`src/design/rmr_pkg.sv`:
```
`timescale 1ns / 1ps
`default_nettype none
package rmr_pkg;

  localparam int OPERAND_WIDTH = 16;
  localparam int PROD_WIDTH    = 2 * OPERAND_WIDTH;
  localparam int RES_WIDTH     = 32;
  localparam int QUEUE_DEPTH   = 2;

  typedef struct packed {
    logic signed [OPERAND_WIDTH-1:0] num_a;
    logic signed [OPERAND_WIDTH-1:0] den_a;
    logic signed [OPERAND_WIDTH-1:0] num_b;
    logic signed [OPERAND_WIDTH-1:0] den_b;
  } rmr_in_t;

  typedef struct packed {
    logic signed [RES_WIDTH-1:0] prod_num;
    logic signed [RES_WIDTH-1:0] prod_den;
    logic                        div_error;
  } rmr_out_t;

  // One classified job handed from the front to the back.
  typedef struct packed {
    logic signed [PROD_WIDTH-1:0] pn;
    logic signed [PROD_WIDTH-1:0] pd;
    logic                         zero;
  } rmr_job_t;

  typedef struct packed {
    logic                         start;
    logic signed [PROD_WIDTH-1:0] dividend;
    logic signed [PROD_WIDTH-1:0] divisor;
  } rmr_div_req_t;

  typedef struct packed {
    logic                         done;
    logic signed [PROD_WIDTH-1:0] quo;
    logic signed [PROD_WIDTH-1:0] rem;
  } rmr_div_rsp_t;

  typedef enum logic [2:0] {
    B_IDLE,
    B_GCD,
    B_GCD_WAIT,
    B_DIVN_GO,
    B_DIVN_WAIT,
    B_DIVD_GO,
    B_DIVD_WAIT,
    B_OUT
  } rmr_back_state_t;

endpackage
`default_nettype wire

```
`src/design/rmr_front.sv`:
```
`timescale 1ns / 1ps
`default_nettype none
module rmr_front (
  input  wire logic              clk,
  input  wire logic              rst,
  input  wire logic              push,
  output logic                   full,
  input  wire rmr_pkg::rmr_in_t  operands,
  output logic                   q_push,
  output rmr_pkg::rmr_job_t      q_job,
  input  wire logic              q_full
);
  import rmr_pkg::*;

  logic                         f_valid;
  logic signed [PROD_WIDTH-1:0] f_pn;
  logic signed [PROD_WIDTH-1:0] f_pd;

  assign q_push = f_valid && !q_full;
  assign full   = f_valid && q_full;

  always_ff @(posedge clk) begin
    if (rst) begin
      f_valid <= 1'b0;
    end else if (push && !full) begin
      f_valid <= 1'b1;
    end else if (q_push) begin
      f_valid <= 1'b0;
    end
  end

  always_ff @(posedge clk) begin
    if (push && !full) begin
      f_pn <= $signed(operands.num_a) * $signed(operands.num_b);
      f_pd <= $signed(operands.den_a) * $signed(operands.den_b);
    end
  end

  // Both products zero means the divisor would be zero.
  always_comb begin
    q_job.pn   = f_pn;
    q_job.pd   = f_pd;
    q_job.zero = (f_pn == '0) && (f_pd == '0);
  end

endmodule
`default_nettype wire

```
`src/design/rmr_queue.sv`:
```
`timescale 1ns / 1ps
`default_nettype none
module rmr_queue (
  input  wire logic              clk,
  input  wire logic              rst,
  input  wire logic              wr,
  input  wire rmr_pkg::rmr_job_t wr_job,
  output logic                   q_full,
  input  wire logic              rd,
  output rmr_pkg::rmr_job_t      rd_job,
  output logic                   q_empty
);
  import rmr_pkg::*;

  localparam int PtrW = $clog2(QUEUE_DEPTH);

  rmr_job_t          slots [QUEUE_DEPTH];
  logic [PtrW-1:0]   wr_ptr;
  logic [PtrW-1:0]   rd_ptr;
  logic [PtrW:0]     count;
  logic              do_wr;
  logic              do_rd;

  assign q_full  = (count == (PtrW+1)'(QUEUE_DEPTH));
  assign q_empty = (count == '0);
  assign do_wr   = wr && !q_full;
  assign do_rd   = rd && !q_empty;
  assign rd_job  = slots[rd_ptr];

  always_ff @(posedge clk) begin
    if (rst) begin
      wr_ptr <= '0;
      rd_ptr <= '0;
      count  <= '0;
    end else begin
      if (do_wr) begin
        wr_ptr <= (wr_ptr == PtrW'(QUEUE_DEPTH-1)) ? '0 : wr_ptr + 1'b1;
      end
      if (do_rd) begin
        rd_ptr <= (rd_ptr == PtrW'(QUEUE_DEPTH-1)) ? '0 : rd_ptr + 1'b1;
      end
      if (do_wr && !do_rd) begin
        count <= count + 1'b1;
      end else if (do_rd && !do_wr) begin
        count <= count - 1'b1;
      end
    end
  end

  always_ff @(posedge clk) begin
    if (do_wr) begin
      slots[wr_ptr] <= wr_job;
    end
  end

endmodule
`default_nettype wire

```
`src/design/rmr_divider.sv`:
```
`timescale 1ns / 1ps
`default_nettype none
module rmr_divider (
  input  wire logic                 clk,
  input  wire logic                 rst,
  input  wire rmr_pkg::rmr_div_req_t req,
  output rmr_pkg::rmr_div_rsp_t     rsp
);
  import rmr_pkg::*;

  localparam int CntW = $clog2(PROD_WIDTH);

  logic                  busy;
  logic                  done;
  logic [CntW-1:0]       cnt;
  logic [PROD_WIDTH:0]   acc;
  logic [PROD_WIDTH-1:0] quo;
  logic [PROD_WIDTH-1:0] dvs;
  logic                  neg_q;
  logic                  neg_r;
  logic [PROD_WIDTH:0]   acc_sh;
  logic [PROD_WIDTH:0]   diff;

  // Restoring division on magnitudes, one quotient bit per cycle.
  assign acc_sh = {acc[PROD_WIDTH-1:0], quo[PROD_WIDTH-1]};
  assign diff   = acc_sh - {1'b0, dvs};

  always_ff @(posedge clk) begin
    if (rst) begin
      busy <= 1'b0;
      done <= 1'b0;
      cnt  <= '0;
    end else begin
      done <= 1'b0;
      if (req.start && !busy) begin
        busy <= 1'b1;
        cnt  <= '0;
      end else if (busy) begin
        cnt <= cnt + 1'b1;
        if (cnt == CntW'(PROD_WIDTH-1)) begin
          busy <= 1'b0;
          done <= 1'b1;
        end
      end
    end
  end

  always_ff @(posedge clk) begin
    if (req.start && !busy) begin
      acc   <= '0;
      quo   <= req.dividend[PROD_WIDTH-1] ? PROD_WIDTH'(-req.dividend) : req.dividend;
      dvs   <= req.divisor[PROD_WIDTH-1]  ? PROD_WIDTH'(-req.divisor)  : req.divisor;
      neg_q <= req.dividend[PROD_WIDTH-1] ^ req.divisor[PROD_WIDTH-1];
      neg_r <= req.dividend[PROD_WIDTH-1];
    end else if (busy) begin
      if (!diff[PROD_WIDTH]) begin
        acc <= diff;
        quo <= {quo[PROD_WIDTH-2:0], 1'b1};
      end else begin
        acc <= acc_sh;
        quo <= {quo[PROD_WIDTH-2:0], 1'b0};
      end
    end
  end

  // Truncated rules: quotient sign from both operands, remainder from the dividend.
  always_comb begin
    rsp.done = done;
    rsp.quo  = neg_q ? -$signed(quo) : $signed(quo);
    rsp.rem  = neg_r ? -$signed(acc[PROD_WIDTH-1:0]) : $signed(acc[PROD_WIDTH-1:0]);
  end

endmodule
`default_nettype wire

```
`src/design/rmr_back.sv`:
```
`timescale 1ns / 1ps
`default_nettype none
module rmr_back (
  input  wire logic              clk,
  input  wire logic              rst,
  input  wire rmr_pkg::rmr_job_t q_job,
  input  wire logic              q_empty,
  output logic                   q_pop,
  output logic                   empty,
  input  wire logic              pop,
  output rmr_pkg::rmr_out_t      result
);
  import rmr_pkg::*;

  rmr_back_state_t              state;
  rmr_back_state_t              state_next;
  rmr_div_req_t                 req;
  rmr_div_rsp_t                 rsp;
  logic signed [PROD_WIDTH-1:0] pn;
  logic signed [PROD_WIDTH-1:0] pd;
  logic signed [PROD_WIDTH-1:0] a;
  logic signed [PROD_WIDTH-1:0] b;
  logic signed [PROD_WIDTH-1:0] qn;
  logic signed [PROD_WIDTH-1:0] qd;
  logic                         zero;
  logic                         out_valid;
  logic                         load_out;

  rmr_divider u_div (
    .clk (clk),
    .rst (rst),
    .req (req),
    .rsp (rsp)
  );

  assign empty    = !out_valid;
  assign load_out = (state == B_OUT) && (!out_valid || pop);

  always_ff @(posedge clk) begin
    if (rst) begin
      state <= B_IDLE;
    end else begin
      state <= state_next;
    end
  end

  always_comb begin
    state_next   = state;
    q_pop        = 1'b0;
    req.start    = 1'b0;
    req.dividend = a;
    req.divisor  = b;
    unique case (state)
      B_IDLE: begin
        if (!q_empty) begin
          q_pop      = 1'b1;
          state_next = q_job.zero ? B_OUT : B_GCD;
        end
      end
      B_GCD: begin
        if (b == '0) begin
          state_next = B_DIVN_GO;
        end else begin
          req.start  = 1'b1;
          state_next = B_GCD_WAIT;
        end
      end
      B_GCD_WAIT: begin
        if (rsp.done) state_next = B_GCD;
      end
      B_DIVN_GO: begin
        req.start    = 1'b1;
        req.dividend = pn;
        req.divisor  = a;
        state_next   = B_DIVN_WAIT;
      end
      B_DIVN_WAIT: begin
        if (rsp.done) state_next = B_DIVD_GO;
      end
      B_DIVD_GO: begin
        req.start    = 1'b1;
        req.dividend = pd;
        req.divisor  = a;
        state_next   = B_DIVD_WAIT;
      end
      B_DIVD_WAIT: begin
        if (rsp.done) state_next = B_OUT;
      end
      B_OUT: begin
        if (!out_valid || pop) state_next = B_IDLE;
      end
      default: state_next = B_IDLE;
    endcase
  end

  always_ff @(posedge clk) begin
    unique case (state)
      B_IDLE: begin
        if (!q_empty) begin
          pn   <= q_job.pn;
          pd   <= q_job.pd;
          zero <= q_job.zero;
          a    <= q_job.pn;
          b    <= q_job.pd;
        end
      end
      B_GCD_WAIT: begin
        if (rsp.done) begin
          a <= b;
          b <= rsp.rem;
        end
      end
      B_DIVN_WAIT: begin
        if (rsp.done) qn <= rsp.quo;
      end
      B_DIVD_WAIT: begin
        if (rsp.done) qd <= rsp.quo;
      end
      default: begin
      end
    endcase
  end

  always_ff @(posedge clk) begin
    if (rst) begin
      out_valid <= 1'b0;
    end else if (load_out) begin
      out_valid <= 1'b1;
    end else if (pop && out_valid) begin
      out_valid <= 1'b0;
    end
  end

  always_ff @(posedge clk) begin
    if (load_out) begin
      result.prod_num  <= zero ? '0 : RES_WIDTH'(qn);
      result.prod_den  <= zero ? '0 : RES_WIDTH'(qd);
      result.div_error <= zero;
    end
  end

endmodule
`default_nettype wire

```
`src/design/rational_multiply_reduce_top.sv`:
```
`timescale 1ns / 1ps
`default_nettype none
// Multiplies two signed fractions and reduces the product by a Euclid divisor.
// Input channel: drive a word on operands and raise push; it is taken at a
// clock edge where push is high and full is low.
// Result channel: while empty is low the oldest result word is on result;
// raise pop to take it at the next edge.
// The front multiplies, registers the products and hands them to a two-entry
// queue. The back runs Euclid and the two final divisions on one shared
// iterative divider that makes one quotient bit per cycle. An item's time in
// the back grows with the number of Euclid remainder steps; a 0/0 item skips
// the divider and goes straight to the result register.
// Items are worked one at a time in the back; the front keeps taking words
// until the queue and its own stage are filled.
// When the receiver stalls, the finished word is held on result and the back
// waits before loading the next one; full rises once the queue backs up.
// A synchronous reset empties the queue and the result register.
module rational_multiply_reduce_top (
  input  wire logic             clk,
  input  wire logic             rst,
  input  wire logic             push,
  output logic                  full,
  input  wire rmr_pkg::rmr_in_t operands,
  output logic                  empty,
  input  wire logic             pop,
  output rmr_pkg::rmr_out_t     result
);
  import rmr_pkg::*;

  logic     q_push;
  logic     q_full;
  logic     q_pop;
  logic     q_empty;
  rmr_job_t wr_job;
  rmr_job_t rd_job;

  rmr_front u_front (
    .clk      (clk),
    .rst      (rst),
    .push     (push),
    .full     (full),
    .operands (operands),
    .q_push   (q_push),
    .q_job    (wr_job),
    .q_full   (q_full)
  );

  rmr_queue u_queue (
    .clk     (clk),
    .rst     (rst),
    .wr      (q_push),
    .wr_job  (wr_job),
    .q_full  (q_full),
    .rd      (q_pop),
    .rd_job  (rd_job),
    .q_empty (q_empty)
  );

  rmr_back u_back (
    .clk     (clk),
    .rst     (rst),
    .q_job   (rd_job),
    .q_empty (q_empty),
    .q_pop   (q_pop),
    .empty   (empty),
    .pop     (pop),
    .result  (result)
  );

endmodule
`default_nettype wire

```
`config.mk`:
```
export PLATFORM = sky130hd
export DESIGN_NAME = rational_multiply_reduce_top
export DESIGN_NICKNAME = d
export VERILOG_FILES = /design/src/design/rmr_pkg.sv /design/src/design/rmr_front.sv /design/src/design/rmr_queue.sv /design/src/design/rmr_divider.sv /design/src/design/rmr_back.sv /design/src/design/rational_multiply_reduce_top.sv
export SDC_FILE = /design/constraint.sdc
export NUM_CORES = 2
export LEC_CHECK = 0
export ABC_AREA = 1
export BUFFER_PORTS_ARGS = -buffer_cell sky130_fd_sc_hd__buf_2
export CAP_MARGIN = 20
export CORE_ASPECT_RATIO = 2
export CORE_MARGIN = 2
export CORE_UTILIZATION = 40
export DETAILED_ROUTE_END_ITERATION = 10
export HOLD_SLACK_MARGIN = 0.12
export PLACE_DENSITY = 0.63
export SYNTH_ARGS = -nofsm -noshare
export SYNTH_HDL_FRONTEND = slang
export SYNTH_SLANG_ARGS = --single-unit
```
`constraint.sdc`:
```
create_clock -name clk -period 14.6 [get_ports clk]
set_input_delay 0.73 -clock clk [delete_from_list [all_inputs] [get_ports clk]]
set_output_delay 0.73 -clock clk [all_outputs]
set_load 0.1 [all_outputs]
```
Yosys cells after proc, flatten, opt, wreduce, memory -nomap -nowiden

Memory sizes are Yosys's and may differ from the RTL's. A register that Yosys moved wholly into a read port is not among the register bits.
Index checks and enable logic that the tools add are counted.

Flip-flop bits (word level): 436
Memory bits (writable): 130
Input port bits: 68
Output and inout port bits: 67
Logic and storage cells: 137
Memories: 1

Memory list:

| name          | depth | width | rd ports | clocked after memory_dff | wr ports | RTL line        | RTL |
|---|---|---|---|---|---|---|---|
| u_queue.slots | 2     | 65    | 1        | 1                        | 1        | rmr_queue.sv:17 | `rmr_job_t slots [QUEUE_DEPTH];` |

$add $sub $neg: 10
Multipliers: 2
Eq/ne operators: 14
Mux-type cells: 43
Bitwise operators: 3
Reduce and logical (&&, ||, !) cells: 37

Operator list:

| operator            | number |
|---|---|
| $mux 32             | 10 |
| $neg 32->32         | 4 |
| $pmux 32 s2         | 2 |
| $pmux 64 s2         | 1 |
| $logic_not 32->1    | 3 |
| $mul 16x16->32      | 2 |
| $sub 33x32->33      | 1 |
| $mux 31             | 1 |
| $pmux 3 s8          | 1 |
| $mux 1              | 19 |
| $mux 3              | 6 |
| $eq 3x3->1 const B  | 4 |
| $logic_and 1x1->1   | 11 |
| $ne 2x2->1 const B  | 5 |
| $reduce_bool 2->1   | 5 |
| $logic_not 1->1     | 7 |
| $eq 3x2->1 const B  | 2 |
| $reduce_and 2->1    | 3 |
| $add 5x1->5 const B | 1 |
| $eq 5x5->1 const B  | 1 |
| $reduce_and 5->1    | 1 |
| $mux 2              | 2 |
| $reduce_or 2->1     | 2 |
| $eq 3x1->1 const B  | 1 |
| 12 further kinds    | 14 |

Longest topological paths before layout

Word-level depth: 8
Depth in mapped cells: 26
Mapped depth without buffers: 25

Hierarchy

From an unflattened synthesis, not the netlist that was laid out.

Cells, all modules: 5731
Area, all modules: 49745.2 µm²

Modules (own cells, without submodules):

| module      | instances | cells each | area each (µm²) | sequential area each (µm²) |
|---|---|---|---|---|
| rmr_front   | 1         | 3010       | 23651.4         | 1941.9 |
| rmr_back    | 1         | 827        | 10816.6         | 7827.5 |
| rmr_divider | 1         | 1655       | 10134.7         | 2762.6 |
| rmr_queue   | 1         | 239        | 5142.4          | 4003.8 |

Least setup slack after synthesis

Ideal clock, no wire load.

Path kind: register to register
Start: register u_back.state[2]
End: register u_back.a[0], enable pin
Setup time: 0.574 ns
Arrival time: 6.963 ns
Required time: 14.026 ns
Slack: 7.063 ns
Cell stages (with the launch flop): 10
Path buffers: 2
Clock period less this slack: 7.537 ns
Cells stage by stage: dfxtp_1 -> buf_2 -> buf_2 -> nor2_1 -> inv_1 -> nor2_1 -> inv_1 -> a21oi_1 -> inv_1 -> o21ai_0

Word-level cells in the longest chain between the ends: 3
Elaborated cells between the ends (all ways): 6
Those cells by class: eq/ne: 3; reduce/logical: 3

Ends and longest elaborated chain:

| element                                                          | RTL line        | RTL |
|---|---|---|
| start, declared                                                  | rmr_back.sv:15  | `rmr_back_state_t state;` |
| start signal, assigned                                           | rmr_back.sv:43  | `state <= state_next;` |
| $eq 3x2->1 / $logic_not 3->1 (equally long branches)             | rmr_back.sv:97  | `unique case (state)` |
| $ne 2x2->1 (no line) / $reduce_bool 2->1 (equally long branches) | -               |  |
| $reduce_and 3->1 (no line) *                                     | -               |  |
| end signal, assigned                                             | rmr_back.sv:103 | `a <= q_job.pn;` |
| end, declared                                                    | rmr_back.sv:21  | `logic signed [PROD_WIDTH-1:0] a;` |

Mark *: on every way between the ends. The rest lies on a longest branch, timed or not.
A chain may end at the register's enable or synchronous reset.

Worst setup path after layout

Start: input port operands[1] (netlist bit)
End: register u_front.f_pd[22], data pin

Word-level cells in the longest chain between the ends: 1

Ends and longest elaborated chain:

| element              | RTL line                           | RTL |
|---|---|---|
| start, declared      | rational_multiply_reduce_top.sv:23 | `input wire rmr_pkg::rmr_in_t operands,` |
| $mul 16x16->32       | rmr_front.sv:35                    | `f_pd <= $signed(operands.den_a) * $signed(operands.den_b);` |
| end signal, assigned | rmr_front.sv:35                    |  |
| end, declared        | rmr_front.sv:17                    | `logic signed [PROD_WIDTH-1:0] f_pd;` |

Every way passes these cells.

==> impl_metrics.ini <==
[drt]
via_per_inst = 4.96
drc = 0
vias = 35021
antenna_left = 0
drt_wl_total_mm = 133
initialDrtViolationCount = 1892
dr.pass1.iters = 8
wl_per_cell_um = 18.9

[global_routing]
grt_pass1_wl_mm = 206
grt_pass1_vias = 37302
grt_overflow_total = 0
antenna_found_initial = 2
grt_max_degree = 89
track_usage = 0.222

[synth]
yosysMostFrequentCell = nand2_1
synthDistinctLibCells = 54
netlist_area_um2 = 47700
synth_warnings = 0
yosys-top-cells-area = edfxtp_1 (33%), fa_1 (22%), nand2_1 (11%), inv_1 (9.5%), ha_1 (5.3%)
syn_area_per_cell_um2 = 8.71
synth_cells = 5475
synth-main-ff-cell = edfxtp_1
ys_top_cells_by_count = nand2_1 (1,457), inv_1 (1,207), fa_1 (525)
ys_seq_elements = 567
synth_edf_count = 518
ys_seq_area_frac = 0.347
yosys.area.top_type = edfxtp_1
syn_nets = 6271
yosysTopAreaCellShare = 0.326
synthArstFlopShare = 0

[placed_design]
place_area_um2 = 49700
dp_hpwl_mm = 108
port_buffers = 134
place.gp.congestion = 0.952

[critical_path]
required_ps = 14970
worstSetupPathType = in2reg
slowest_stage = a21boi_0
reg2reg_depth = 13
cpPeakStageDelay_ps = 640
r2r_setup_slack_ps = 10780
arrival_ps = 6940
reg2reg_to = u_back.u_div.dvs[31]
start_kind = input port
end_kind = flop
crit_path_frequent_cell = nand2_1
cp_max_fo = 16
path_cells = buf_2, nand2_1, fa_1, fa_1, fa_1, inv_1, fa_1, fa_1, inv_1, fa_1, inv_1, ha_1, a21oi_1, inv_1, a31oi_1, a21boi_0, inv_1, nand2_1, nand2_1, nand2_1, nand2_1, nand2_1, nand2_1
r2r_start = u_back.state[2]

[sta]
clock.fmax_mhz = 152
rsz0062_at_grt = false
fin_crit_ps = 6570
relSlewSlack = 0.364
setup_tns_ps = 0
worst_pin_slew_ps = 954
finalCritPeriodShare = 0.450
drv_slew = 0
hold_viol = 0
skew_ps = 30.7
finalSetupViolCount = 0

[cells_and_area]
fin_area_um2 = 51300
nNetsFinal = 6277
seqCellArea_um2 = 16500
syn_to_final_growth_pct = 7.62
multi_input_area_um2 = 25800
fillers = 11783
drive_gt1_frac = 0.0591

[floorplan]
die_h_um = 492
row_count = 179
core-area_um2 = 119000
start_util = 0.402
io_pins = 135
die_w_um = 248
die_area_um2 = 122000

[clocking]
h-tree-depth = 2
postCtsSetupBuffers = 0
cts_num_sinks = 567
clk_latency_ps = 620
clockRootBuffer = clkbuf_16
clkTransAtPathRegs_ps = 80
cts_tree = built
cts_buffer_depth = 3
cts_resized = 0
numCtsBuffers = 49
ctsHoldBuffers = 0

[flow_run]
cap_violations = 0

[status]
status = finished, final reports clean

[worst_hold_path]
hp-class = in2reg
holdPathEnd = u_back.state[2]
min_from = rst
whs_path_depth = 2
==> cell type report <==
cell class,instances,share of cell area
antenna,2,0.0000975
clock buffer,53,0.0246
timing repair buffer,160,0.0172
inverter,1218,0.0891
clock inverter,35,0.00678
tap,1538,0.0375
multi-input combinational,3485,0.503
sequential,567,0.322
==> worst max-delay path, delay by kind of cell <==
| kind | cells | cell delay, ps |
|---|---|---|
| fa+ha+maj | 7 | 3570 |
| compound gates | 3 | 1240 |
| buf+inv | 6 | 790 |
| simple gates | 7 | 620 |
==> placed cells by master (no fill, tap or decap), types with 50 or more instances in the layout <==
master and n:
edfxtp_1 518, nand2_1 1457, o21ai_0 119, xnor2_1 56
nand3_1 179, fa_1 525, inv_1 1205, a21oi_1 141
nor2_1 363, buf_2 135, ha_1 203, clkbuf_16 50
xor2_1 119
==> sequential cells by signal, indices dropped and copies added, names as in the netlist, 5 cells and up, named ones only <==
register          flops
u_queue.slots       130
u_back.result        65
u_back.a             32
u_back.b             32
u_back.pd            32
u_back.pn            32
u_back.qd            32
u_back.qn            32
u_back.u_div.acc     32
u_back.u_div.dvs     32
u_back.u_div.quo     32
u_front.f_pd         32
u_front.f_pn         32
u_back.u_div.cnt      5
==> logic make-up (layout without fill, tap and decap cells) <==
kind of cell | Yosys count | in the layout | share of synthesized area
compound gates | 403 | 403 | 0.0473
xor+xnor | 175 | 175 | 0.0321
fa+ha+maj | 728 | 728 | 0.274
buf+inv | 1423 | 1466 | 0.114
flops | 567 | 567 | 0.347
other cells | 0 | 2 | 0
simple gates | 2179 | 2179 | 0.187
==> metrics by stage <==
step | setup slack (ps) | utilization | hold slack [ps] | cells
after floorplan | 7060 | - | 424 | 5475
after global placement | 7430 | 0.419 | 433 | 6966
after detailed placement | 7450 | 0.419 | 447 | 6967
after CTS | 8090 | 0.432 | 310 | 7055
after global routing | 7940 | 0.432 | 331 | 7057
final | 8030 | 0.432 | 329 | 7058
==> per-layer routing <==
metal	vias up	track usage	wire length (um)
met4	2	0.161	11400
met1	16913	0.205	42500
met3	433	0.0173	4310
met2	933	0.440	74800
met5	-	0	9
li1	16740	-	-
==> how the worst max path moves through the flow <==
stage               slack [ps]  cells past startpoint                to       startpoint
floorplan                 7060                      9       u_back.a[0]  u_back.state[2]
global placement          7430                     23  u_front.f_pd[22]     operands[42]
detailed placement        7450                     23  u_front.f_pd[22]      operands[1]
CTS                       8090                     23  u_front.f_pd[22]      operands[1]
global route              7940                     23  u_front.f_pd[22]      operands[1]
finish                    8030                     23  u_front.f_pd[22]      operands[1]
Power is left out: the tool's default activity adds up to more than one toggle a clock period on the data nets, which glitch-free logic cannot reach.
